`config.mk`:
```
export PLATFORM = sky130hd
export DESIGN_NAME = waypoint_mode_setpoint_selector
export DESIGN_NICKNAME = d
export VERILOG_FILES = /design/src/rtl/wmss_pkg.sv /design/src/rtl/wmss_cfg.sv /design/src/rtl/wmss_core.sv /design/src/rtl/waypoint_mode_setpoint_selector.sv
export SDC_FILE = /design/constraint.sdc
export NUM_CORES = 2
export LEC_CHECK = 0
export BUFFER_PORTS_ARGS = -buffer_cell sky130_fd_sc_hd__buf_2
export CORE_MARGIN = 4
export CORE_UTILIZATION = 65
export DETAILED_ROUTE_END_ITERATION = 8
export PLACE_DENSITY = 0.82
export SYNTH_ARGS = -nofsm -noshare
export SYNTH_HDL_FRONTEND = slang
export SYNTH_SLANG_ARGS = --single-unit
```
`constraint.sdc`:
```
create_clock -name clk -period 20.8 [get_ports clk]
set_clock_uncertainty 0.1 [all_clocks]
set_input_delay 4.16 -clock clk [delete_from_list [all_inputs] [get_ports clk]]
set_output_delay 4.16 -clock clk [all_outputs]
set_load 0.01 [all_outputs]
```
`src/rtl/wmss_pkg.sv`:
```
package wmss_pkg;

	localparam int REG_W     = 24;
	localparam int RADIUS_W  = 16;
	localparam int RSQ_W     = 2 * RADIUS_W;
	localparam int REG_IDX_W = 3;
	localparam int FUNC_W    = 2;
	localparam int CMD_W     = 2;
	localparam int MODE_W    = 2;

	localparam logic [FUNC_W-1:0] FUNC_GOAL = 2'd0;
	localparam logic [FUNC_W-1:0] FUNC_CMD  = 2'd1;
	localparam logic [FUNC_W-1:0] FUNC_POSE = 2'd2;
	localparam logic [FUNC_W-1:0] FUNC_TICK = 2'd3;

	localparam logic [CMD_W-1:0] CMD_RETURN   = 2'd0;
	localparam logic [CMD_W-1:0] CMD_KEEP_POS = 2'd1;

	localparam logic [MODE_W-1:0] MODE_CODE_HOLD    = 2'd0;
	localparam logic [MODE_W-1:0] MODE_CODE_TRANSIT = 2'd1;
	localparam logic [MODE_W-1:0] MODE_CODE_RETURN  = 2'd2;

	localparam logic [REG_IDX_W-1:0] REG_ARRIVE_RADIUS  = 3'd0;
	localparam logic [REG_IDX_W-1:0] REG_HOVER_ALTITUDE = 3'd1;
	localparam logic [REG_IDX_W-1:0] REG_HOME_X         = 3'd2;
	localparam logic [REG_IDX_W-1:0] REG_HOME_Y         = 3'd3;
	localparam logic [REG_IDX_W-1:0] REG_HOME_Z         = 3'd4;

	localparam logic [RSQ_W-1:0] RADIUS_RESET    = 32'd200;
	localparam logic [RSQ_W-1:0] RADIUS_SQ_RESET = RADIUS_RESET * RADIUS_RESET;
	localparam logic [REG_W-1:0] HOVER_RESET     = 24'd2000;

	typedef enum logic [2:0] {
		MODE_HOLD    = 3'b001,
		MODE_TRANSIT = 3'b010,
		MODE_RETURN  = 3'b100
	} mode_t;

	typedef struct packed {
		logic [RSQ_W-1:0] radius_sq;
		logic [REG_W-1:0] hover;
		logic [REG_W-1:0] home_x;
		logic [REG_W-1:0] home_y;
		logic [REG_W-1:0] home_z;
	} cfg_t;

endpackage

```
`src/rtl/wmss_cfg.sv`:
```
module wmss_cfg (
	input  logic                              clk,
	input  logic                              arst_n,
	input  logic                              wr_en,
	input  logic [wmss_pkg::REG_IDX_W-1:0]    wr_index,
	input  logic [wmss_pkg::REG_W-1:0]        wr_data,
	output wmss_pkg::cfg_t                    cfg
);

	logic [wmss_pkg::RSQ_W-1:0] radius_sq_q;
	logic [wmss_pkg::REG_W-1:0] hover_q;
	logic [wmss_pkg::REG_W-1:0] home_x_q;
	logic [wmss_pkg::REG_W-1:0] home_y_q;
	logic [wmss_pkg::REG_W-1:0] home_z_q;

	always_ff @(posedge clk or negedge arst_n) begin
		if (!arst_n) begin
			radius_sq_q <= wmss_pkg::RADIUS_SQ_RESET;
			hover_q     <= wmss_pkg::HOVER_RESET;
			home_x_q    <= '0;
			home_y_q    <= '0;
			home_z_q    <= '0;
		end else if (wr_en) begin
			case (wr_index)
				wmss_pkg::REG_ARRIVE_RADIUS: begin
					radius_sq_q <= wmss_pkg::RSQ_W'(wr_data[wmss_pkg::RADIUS_W-1:0]) *
						wmss_pkg::RSQ_W'(wr_data[wmss_pkg::RADIUS_W-1:0]);
				end
				wmss_pkg::REG_HOVER_ALTITUDE: hover_q  <= wr_data;
				wmss_pkg::REG_HOME_X:         home_x_q <= wr_data;
				wmss_pkg::REG_HOME_Y:         home_y_q <= wr_data;
				wmss_pkg::REG_HOME_Z:         home_z_q <= wr_data;
				default: ;
			endcase
		end
	end

	assign cfg.radius_sq = radius_sq_q;
	assign cfg.hover     = hover_q;
	assign cfg.home_x    = home_x_q;
	assign cfg.home_y    = home_y_q;
	assign cfg.home_z    = home_z_q;

endmodule

```
`src/rtl/wmss_core.sv`:
```
module wmss_core #(
	parameter int COORD_BITS = 24
) (
	input  logic                                 clk,
	input  logic                                 arst_n,
	input  logic                                 en,
	input  wmss_pkg::cfg_t                       cfg,
	input  logic [wmss_pkg::FUNC_W-1:0]          func,
	input  logic signed [COORD_BITS-1:0]         pos_x,
	input  logic signed [COORD_BITS-1:0]         pos_y,
	input  logic signed [COORD_BITS-1:0]         pos_z,
	input  logic [wmss_pkg::CMD_W-1:0]           cmd,
	output logic                                 res_valid,
	output logic signed [COORD_BITS-1:0]         res_x,
	output logic signed [COORD_BITS-1:0]         res_y,
	output logic signed [COORD_BITS-1:0]         res_z,
	output logic [wmss_pkg::MODE_W-1:0]          res_mode
);

	localparam int SQ_W  = 2 * COORD_BITS;
	localparam int SUM_W = SQ_W + 2;

	wmss_pkg::mode_t mode_q, mode_d;
	logic pose_q, pose_d;
	logic signed [COORD_BITS-1:0] cur_q [3];
	logic signed [COORD_BITS-1:0] cur_d [3];
	logic signed [COORD_BITS-1:0] tgt_q [3];
	logic signed [COORD_BITS-1:0] tgt_d [3];
	logic signed [COORD_BITS-1:0] pos [3];
	logic signed [COORD_BITS-1:0] home [3];
	logic signed [COORD_BITS-1:0] sel [3];
	logic signed [COORD_BITS-1:0] hover_c;
	logic signed [COORD_BITS:0] diff [3];
	logic [COORD_BITS-1:0] mag [3];
	logic [SQ_W-1:0] sq [3];
	logic [SUM_W-1:0] dist2;
	logic arrive;

	always_comb begin
		pos[0]  = pos_x;
		pos[1]  = pos_y;
		pos[2]  = pos_z;
		home[0] = COORD_BITS'(64'(signed'(cfg.home_x)));
		home[1] = COORD_BITS'(64'(signed'(cfg.home_y)));
		home[2] = COORD_BITS'(64'(signed'(cfg.home_z)));
		hover_c = COORD_BITS'(64'(signed'(cfg.hover)));

		case (mode_q)
			wmss_pkg::MODE_RETURN: sel = home;
			wmss_pkg::MODE_HOLD:   sel = cur_q;
			default:               sel = tgt_q;
		endcase

		for (int i = 0; i < 3; i++) begin
			diff[i] = (COORD_BITS+1)'(sel[i]) - (COORD_BITS+1)'(cur_q[i]);
			mag[i]  = diff[i][COORD_BITS] ? COORD_BITS'(-diff[i]) : COORD_BITS'(diff[i]);
			sq[i]   = SQ_W'(mag[i]) * SQ_W'(mag[i]);
		end
		dist2  = SUM_W'(sq[0]) + SUM_W'(sq[1]) + SUM_W'(sq[2]);
		arrive = dist2 <= SUM_W'(cfg.radius_sq);

		mode_d    = mode_q;
		pose_d    = pose_q;
		cur_d     = cur_q;
		tgt_d     = tgt_q;
		res_valid = 1'b0;

		case (func)
			wmss_pkg::FUNC_GOAL: begin
				tgt_d[0] = pos[0];
				tgt_d[1] = pos[1];
				tgt_d[2] = (pos[2] == '0) ? hover_c : pos[2];
				mode_d   = wmss_pkg::MODE_TRANSIT;
			end
			wmss_pkg::FUNC_CMD: begin
				case (cmd)
					wmss_pkg::CMD_RETURN: mode_d = wmss_pkg::MODE_RETURN;
					wmss_pkg::CMD_KEEP_POS: begin
						tgt_d  = cur_q;
						mode_d = wmss_pkg::MODE_HOLD;
					end
					default: ;
				endcase
			end
			wmss_pkg::FUNC_POSE: begin
				cur_d  = pos;
				pose_d = 1'b1;
			end
			wmss_pkg::FUNC_TICK: begin
				if (pose_q) begin
					res_valid = 1'b1;
					if (arrive) begin
						mode_d = wmss_pkg::MODE_HOLD;
					end
				end
			end
			default: ;
		endcase

		case (mode_d)
			wmss_pkg::MODE_TRANSIT: res_mode = wmss_pkg::MODE_CODE_TRANSIT;
			wmss_pkg::MODE_RETURN:  res_mode = wmss_pkg::MODE_CODE_RETURN;
			default:                res_mode = wmss_pkg::MODE_CODE_HOLD;
		endcase
	end

	assign res_x = sel[0];
	assign res_y = sel[1];
	assign res_z = sel[2];

	always_ff @(posedge clk or negedge arst_n) begin
		if (!arst_n) begin
			mode_q <= wmss_pkg::MODE_HOLD;
			pose_q <= 1'b0;
			cur_q  <= '{default: '0};
			tgt_q  <= '{default: '0};
		end else if (en) begin
			mode_q <= mode_d;
			pose_q <= pose_d;
			cur_q  <= cur_d;
			tgt_q  <= tgt_d;
		end
	end

endmodule

```
`src/rtl/waypoint_mode_setpoint_selector.sv`:
```
// Flight setpoint selector. Events (goal, command, pose, tick) enter on the s_ stream, the
// kind in s_tuser; one event is taken every cycle unless a tick that gives a result waits
// for the output register to be free. An event is registered at its transfer; when it
// advances, the mode and point state update and a tick's setpoint is loaded into the output
// register that drives m_tdata. Only a tick after the first pose gives a result; other
// events give none. The update of the mode register from the registered event sets the
// one-event-per-cycle rate; the output register lets a next event that gives no result
// proceed while a result still waits. Write configuration only when no event is in flight.
module waypoint_mode_setpoint_selector #(
	parameter int COORD_BITS = 24,
	localparam int DATA_W = ((3 * COORD_BITS + wmss_pkg::CMD_W + 7) / 8) * 8
) (
	input  logic                              clk,
	input  logic                              arst_n,
	input  logic                              s_tvalid,
	output logic                              s_tready,
	// pos_x, pos_y, pos_z, command_code, zero padding
	input  logic [DATA_W-1:0]                 s_tdata,
	// func
	input  logic [wmss_pkg::FUNC_W-1:0]       s_tuser,
	output logic                              m_tvalid,
	input  logic                              m_tready,
	// goal_x, goal_y, goal_z, mode_after, zero padding
	output logic [DATA_W-1:0]                 m_tdata,
	input  logic                              wr_en,
	input  logic [wmss_pkg::REG_IDX_W-1:0]    wr_index,
	input  logic [wmss_pkg::REG_W-1:0]        wr_data
);

	wmss_pkg::cfg_t cfg;

	logic valid_s1;
	logic [wmss_pkg::FUNC_W-1:0] func_s1;
	logic signed [COORD_BITS-1:0] x_s1, y_s1, z_s1;
	logic [wmss_pkg::CMD_W-1:0] cmd_s1;

	logic valid_s2;
	logic signed [COORD_BITS-1:0] x_s2, y_s2, z_s2;
	logic [wmss_pkg::MODE_W-1:0] mode_s2;

	logic res_valid;
	logic signed [COORD_BITS-1:0] res_x, res_y, res_z;
	logic [wmss_pkg::MODE_W-1:0] res_mode;
	logic out_free, advance;

	assign out_free = !valid_s2 || m_tready;
	assign advance  = valid_s1 && (!res_valid || out_free);
	assign s_tready = !valid_s1 || advance;

	wmss_cfg u_cfg (
		.clk      (clk),
		.arst_n   (arst_n),
		.wr_en    (wr_en),
		.wr_index (wr_index),
		.wr_data  (wr_data),
		.cfg      (cfg)
	);

	wmss_core #(.COORD_BITS(COORD_BITS)) u_core (
		.clk       (clk),
		.arst_n    (arst_n),
		.en        (advance),
		.cfg       (cfg),
		.func      (func_s1),
		.pos_x     (x_s1),
		.pos_y     (y_s1),
		.pos_z     (z_s1),
		.cmd       (cmd_s1),
		.res_valid (res_valid),
		.res_x     (res_x),
		.res_y     (res_y),
		.res_z     (res_z),
		.res_mode  (res_mode)
	);

	always_ff @(posedge clk or negedge arst_n) begin
		if (!arst_n) begin
			valid_s1 <= 1'b0;
		end else if (s_tready) begin
			valid_s1 <= s_tvalid;
		end
	end

	always_ff @(posedge clk) begin
		if (s_tvalid && s_tready) begin
			func_s1 <= s_tuser;
			x_s1    <= s_tdata[COORD_BITS-1:0];
			y_s1    <= s_tdata[2*COORD_BITS-1:COORD_BITS];
			z_s1    <= s_tdata[3*COORD_BITS-1:2*COORD_BITS];
			cmd_s1  <= s_tdata[3*COORD_BITS +: wmss_pkg::CMD_W];
		end
	end

	always_ff @(posedge clk or negedge arst_n) begin
		if (!arst_n) begin
			valid_s2 <= 1'b0;
		end else if (advance && res_valid) begin
			valid_s2 <= 1'b1;
		end else if (m_tready) begin
			valid_s2 <= 1'b0;
		end
	end

	always_ff @(posedge clk) begin
		if (advance && res_valid) begin
			x_s2    <= res_x;
			y_s2    <= res_y;
			z_s2    <= res_z;
			mode_s2 <= res_mode;
		end
	end

	assign m_tvalid = valid_s2;
	assign m_tdata  = DATA_W'({mode_s2, z_s2, y_s2, x_s2});

endmodule

```
==> flow_summary.json <==
{
  "status": "completed",
  "dpl.hpwl_um": 183300,
  "fmax_ghz": 0.05038,
  "period_needed_ps": 19850,
  "floorplan.initialDensity": 0.6549,
  "synthTopCellsByCount": "2148 x inv_1, 1572 x fa_1, 873 x nand2_1",
  "start_kind": "flip-flop",
  "critPathMaxStageDelay_ps": 590,
  "cts_tree": "yes",
  "cts_buffer_depth": 3,
  "seq_area_mm2": 0.01145,
  "dpl_cell_area_mm2": 0.08298,
  "antenna_left": 0,
  "wire_per_inst_um": 21.86,
  "dieArea_mm2": 0.1285,
  "clk_latency_ps": 570,
  "drv_cap": 0,
  "wl_um": 223400,
  "ys_warn_count": 0,
  "grt_pass1_vias": 65410,
  "vias": 59760,
  "final_area_mm2": 0.08436,
  "fin_crit_sh": 0.9544,
  "yosysMostFrequentCell": "inv_1",
  "grt_usage": 0.3619,
  "firstDrtPassIters": 7,
  "drv_slew": 0,
  "antenna_found_initial": 14,
  "crit_path_top_delay_cell": "dfstp_2",
  "core_area_mm2": 0.1219,
  "hold_buffers": 0,
  "synth.top_cell.area_share": 0.3943,
  "cp.required_ps": 21030,
  "first_iter_violations": 5318,
  "ys_ff_latch": 427,
  "portBuffers": 183,
  "drive_gt1_frac": 0.07937,
  "numCtsBuffers": 39,
  "setup_tns_ps": 0,
  "hold_path_class": "reg -> reg",
  "synth_area_leaders": "fa_1 39%, ha_1 11%, inv_1 10%",
  "gp_congestion": 0.9777,
  "io_pins": 196,
  "fp.dieW_um": 358.4,
  "die_h_um": 358.4,
  "worstSetupPathType": "reg -> reg",
  "preCtsSetupSlack_ps": 1112,
  "syn-mean-instance-area_um2": 9.434,
  "drcViolationCount": 0,
  "yosysTopAreaCell": "fa_1",
  "cts.clk_slew.worst_paths_ps": 70,
  "setup_ws_ps": 949.0,
  "synthCells": 8460,
  "root_buffer": "clkbuf_16",
  "ys_seq_area_frac": 0.1435,
  "area_growth_pct": 5.700,
  "viasPerCell": 5.847,
  "setup_violations": 0,
  "crit_top_cell": "fa_1",
  "cts.htree.levels": 2,
  "fillers": 9219,
  "multi_input_area_mm2": 0.05946,
  "crit_path_end_kind": "flip-flop",
  "crit_fanout": 72,
  "synth.distinct_cells": 100,
  "arrival_ps": 20080,
  "gr-total-overflow": 0,
  "synth_area_mm2": 0.07982,
  "synth-edff-count": 150,
  "worst_pin_slew_ps": 1096,
  "slew_headroom": 0.2659,
  "whs_ps": 377.5,
  "cts.sink_count": 427,
  "ys.flop_type": "dfrtp_1",
  "rsz0062_at_grt": "no",
  "grt_pass1_wl_um": 356800,
  "rows": 128,
  "ys_async_sr_fraction": 0.6487,
  "hold_viol": 0,
  "grt_max_degree": 123,
  "finalNetCount": 10960
}
==> routing by layer <==
metal	global-route usage	vias up	wire length [um]
met5	0	-	67
met1	0.4814	29990	85480
met3	0.07579	739	22180
met4	0.1586	10	12140
li1	-	26030	-
met2	0.5806	2993	103600
==> what timing repair did <==
action / in CTS / in global routing
setup endpoints to repair: 0 / 3
endpoints found under the hold margin: 0 / 0
setup buffers: 0 / 3
resized for setup: 0 / 3
==> critical path, delay by kind of cell (launching register included) <==
family,cells,cell delay [ps]
AO/OA/AOI/OAI,21,4770
XOR/XNOR,3,910
adder cells (fa/ha/maj),18,8120
buffers and inverters,11,1850
flip-flops,1,590
AND/OR/NAND/NOR,18,3220
==> cell type report <==
class,count,share of cell area
diodes,2,0.00005932
clock buffers,51,0.01258
clock inverters,21,0.003278
inverters,2170,0.09659
multi-input cells,5611,0.7048
flip-flops and latches,427,0.1357
well taps,1625,0.02410
repair buffers,313,0.02284
==> final timing paths <==
check	slack (ps)	to	from	cells past startpoint
max	950	mode_s2[0]	u_core.mode_q[0]	71
min	380	u_core.tgt_q[7]	u_core.tgt_q[7]	2
max reg2reg	950	mode_s2[0]	u_core.mode_q[0]	71
min reg2reg	380	u_core.tgt_q[7]	u_core.tgt_q[7]	2
max in group asynchronous	14370	u_core.tgt_q[38]	arst_n	3
min in group asynchronous	3580	u_cfg.home_z_q[2]	arst_n	1
==> state kept, by name, indices dropped and copies added, names as in the netlist <==
signal             count
u_core.cur_q          72
u_core.tgt_q          72
u_cfg.radius_sq_q     31
u_cfg.home_x_q        24
u_cfg.home_y_q        24
u_cfg.home_z_q        24
u_cfg.hover_q         24
x_s1                  24
x_s2                  24
y_s1                  24
y_s2                  24
z_s1                  24
z_s2                  24
u_core.mode_q          3
cmd_s1                 2
func_s1                2
mode_s2                2
m_tvalid               1
u_core.pose_q          1
valid_s1               1
==> stage by stage <==
step           utilization  cells
2_1_floorplan            -   8465
3_3_place_gp        0.6809  10140
3_5_place_dp        0.6809  10140
4_1_cts             0.6918  10220
5_1_grt             0.6922  10220
6_report            0.6922  10220
==> cell families after synthesis <==
| family | share of synthesized area |
|---|---|
| flip-flops | 0.1435 |
| AND/OR/NAND/NOR | 0.1088 |
| multiplexers | 0.02453 |
| buffers and inverters | 0.1149 |
| other | 0.00004698 |
| XOR/XNOR | 0.02670 |
| AO/OA/AOI/OAI | 0.07625 |
| adder cells (fa/ha/maj) | 0.5053 |
==> layout by cell type, fill, tap and decap left out, types with 15 or more instances in the layout <==
cell type  Yosys  routed
nand2_1      873     872
nand2b_1      53      52
fa_1        1572    1572
a211oi_1      43      43
nor2b_1       44      42
nor3_1        36      36
nand3_1       42      42
nand4_1       30      30
buf_2         28     182
inv_1       2148    2148
nor4_1        15      15
mux2_2       165     165
dfrtp_1      265     265
nor2_1       686     682
a31oi_1       68      68
xor2_1        99      94
a21o_1       127     127
a22oi_1       71      71
ha_1         708     708
clkbuf_16      0      39
a21oi_1      223     223
o211ai_1      23      23
or2_2         50      50
o31ai_1       24      24
xnor2_1      135     124
buf_4          7     128
and2_1        77      76
clkinv_1      12      16
o21ai_0      134     134
and3_1        27      27
o21a_1        35      35
edfxtp_1     150     150
o21bai_1      20      20
or3_1         18      18
Power is left out: the tool's default activity adds up to more than one toggle a clock period on the data nets, which glitch-free logic cannot reach.
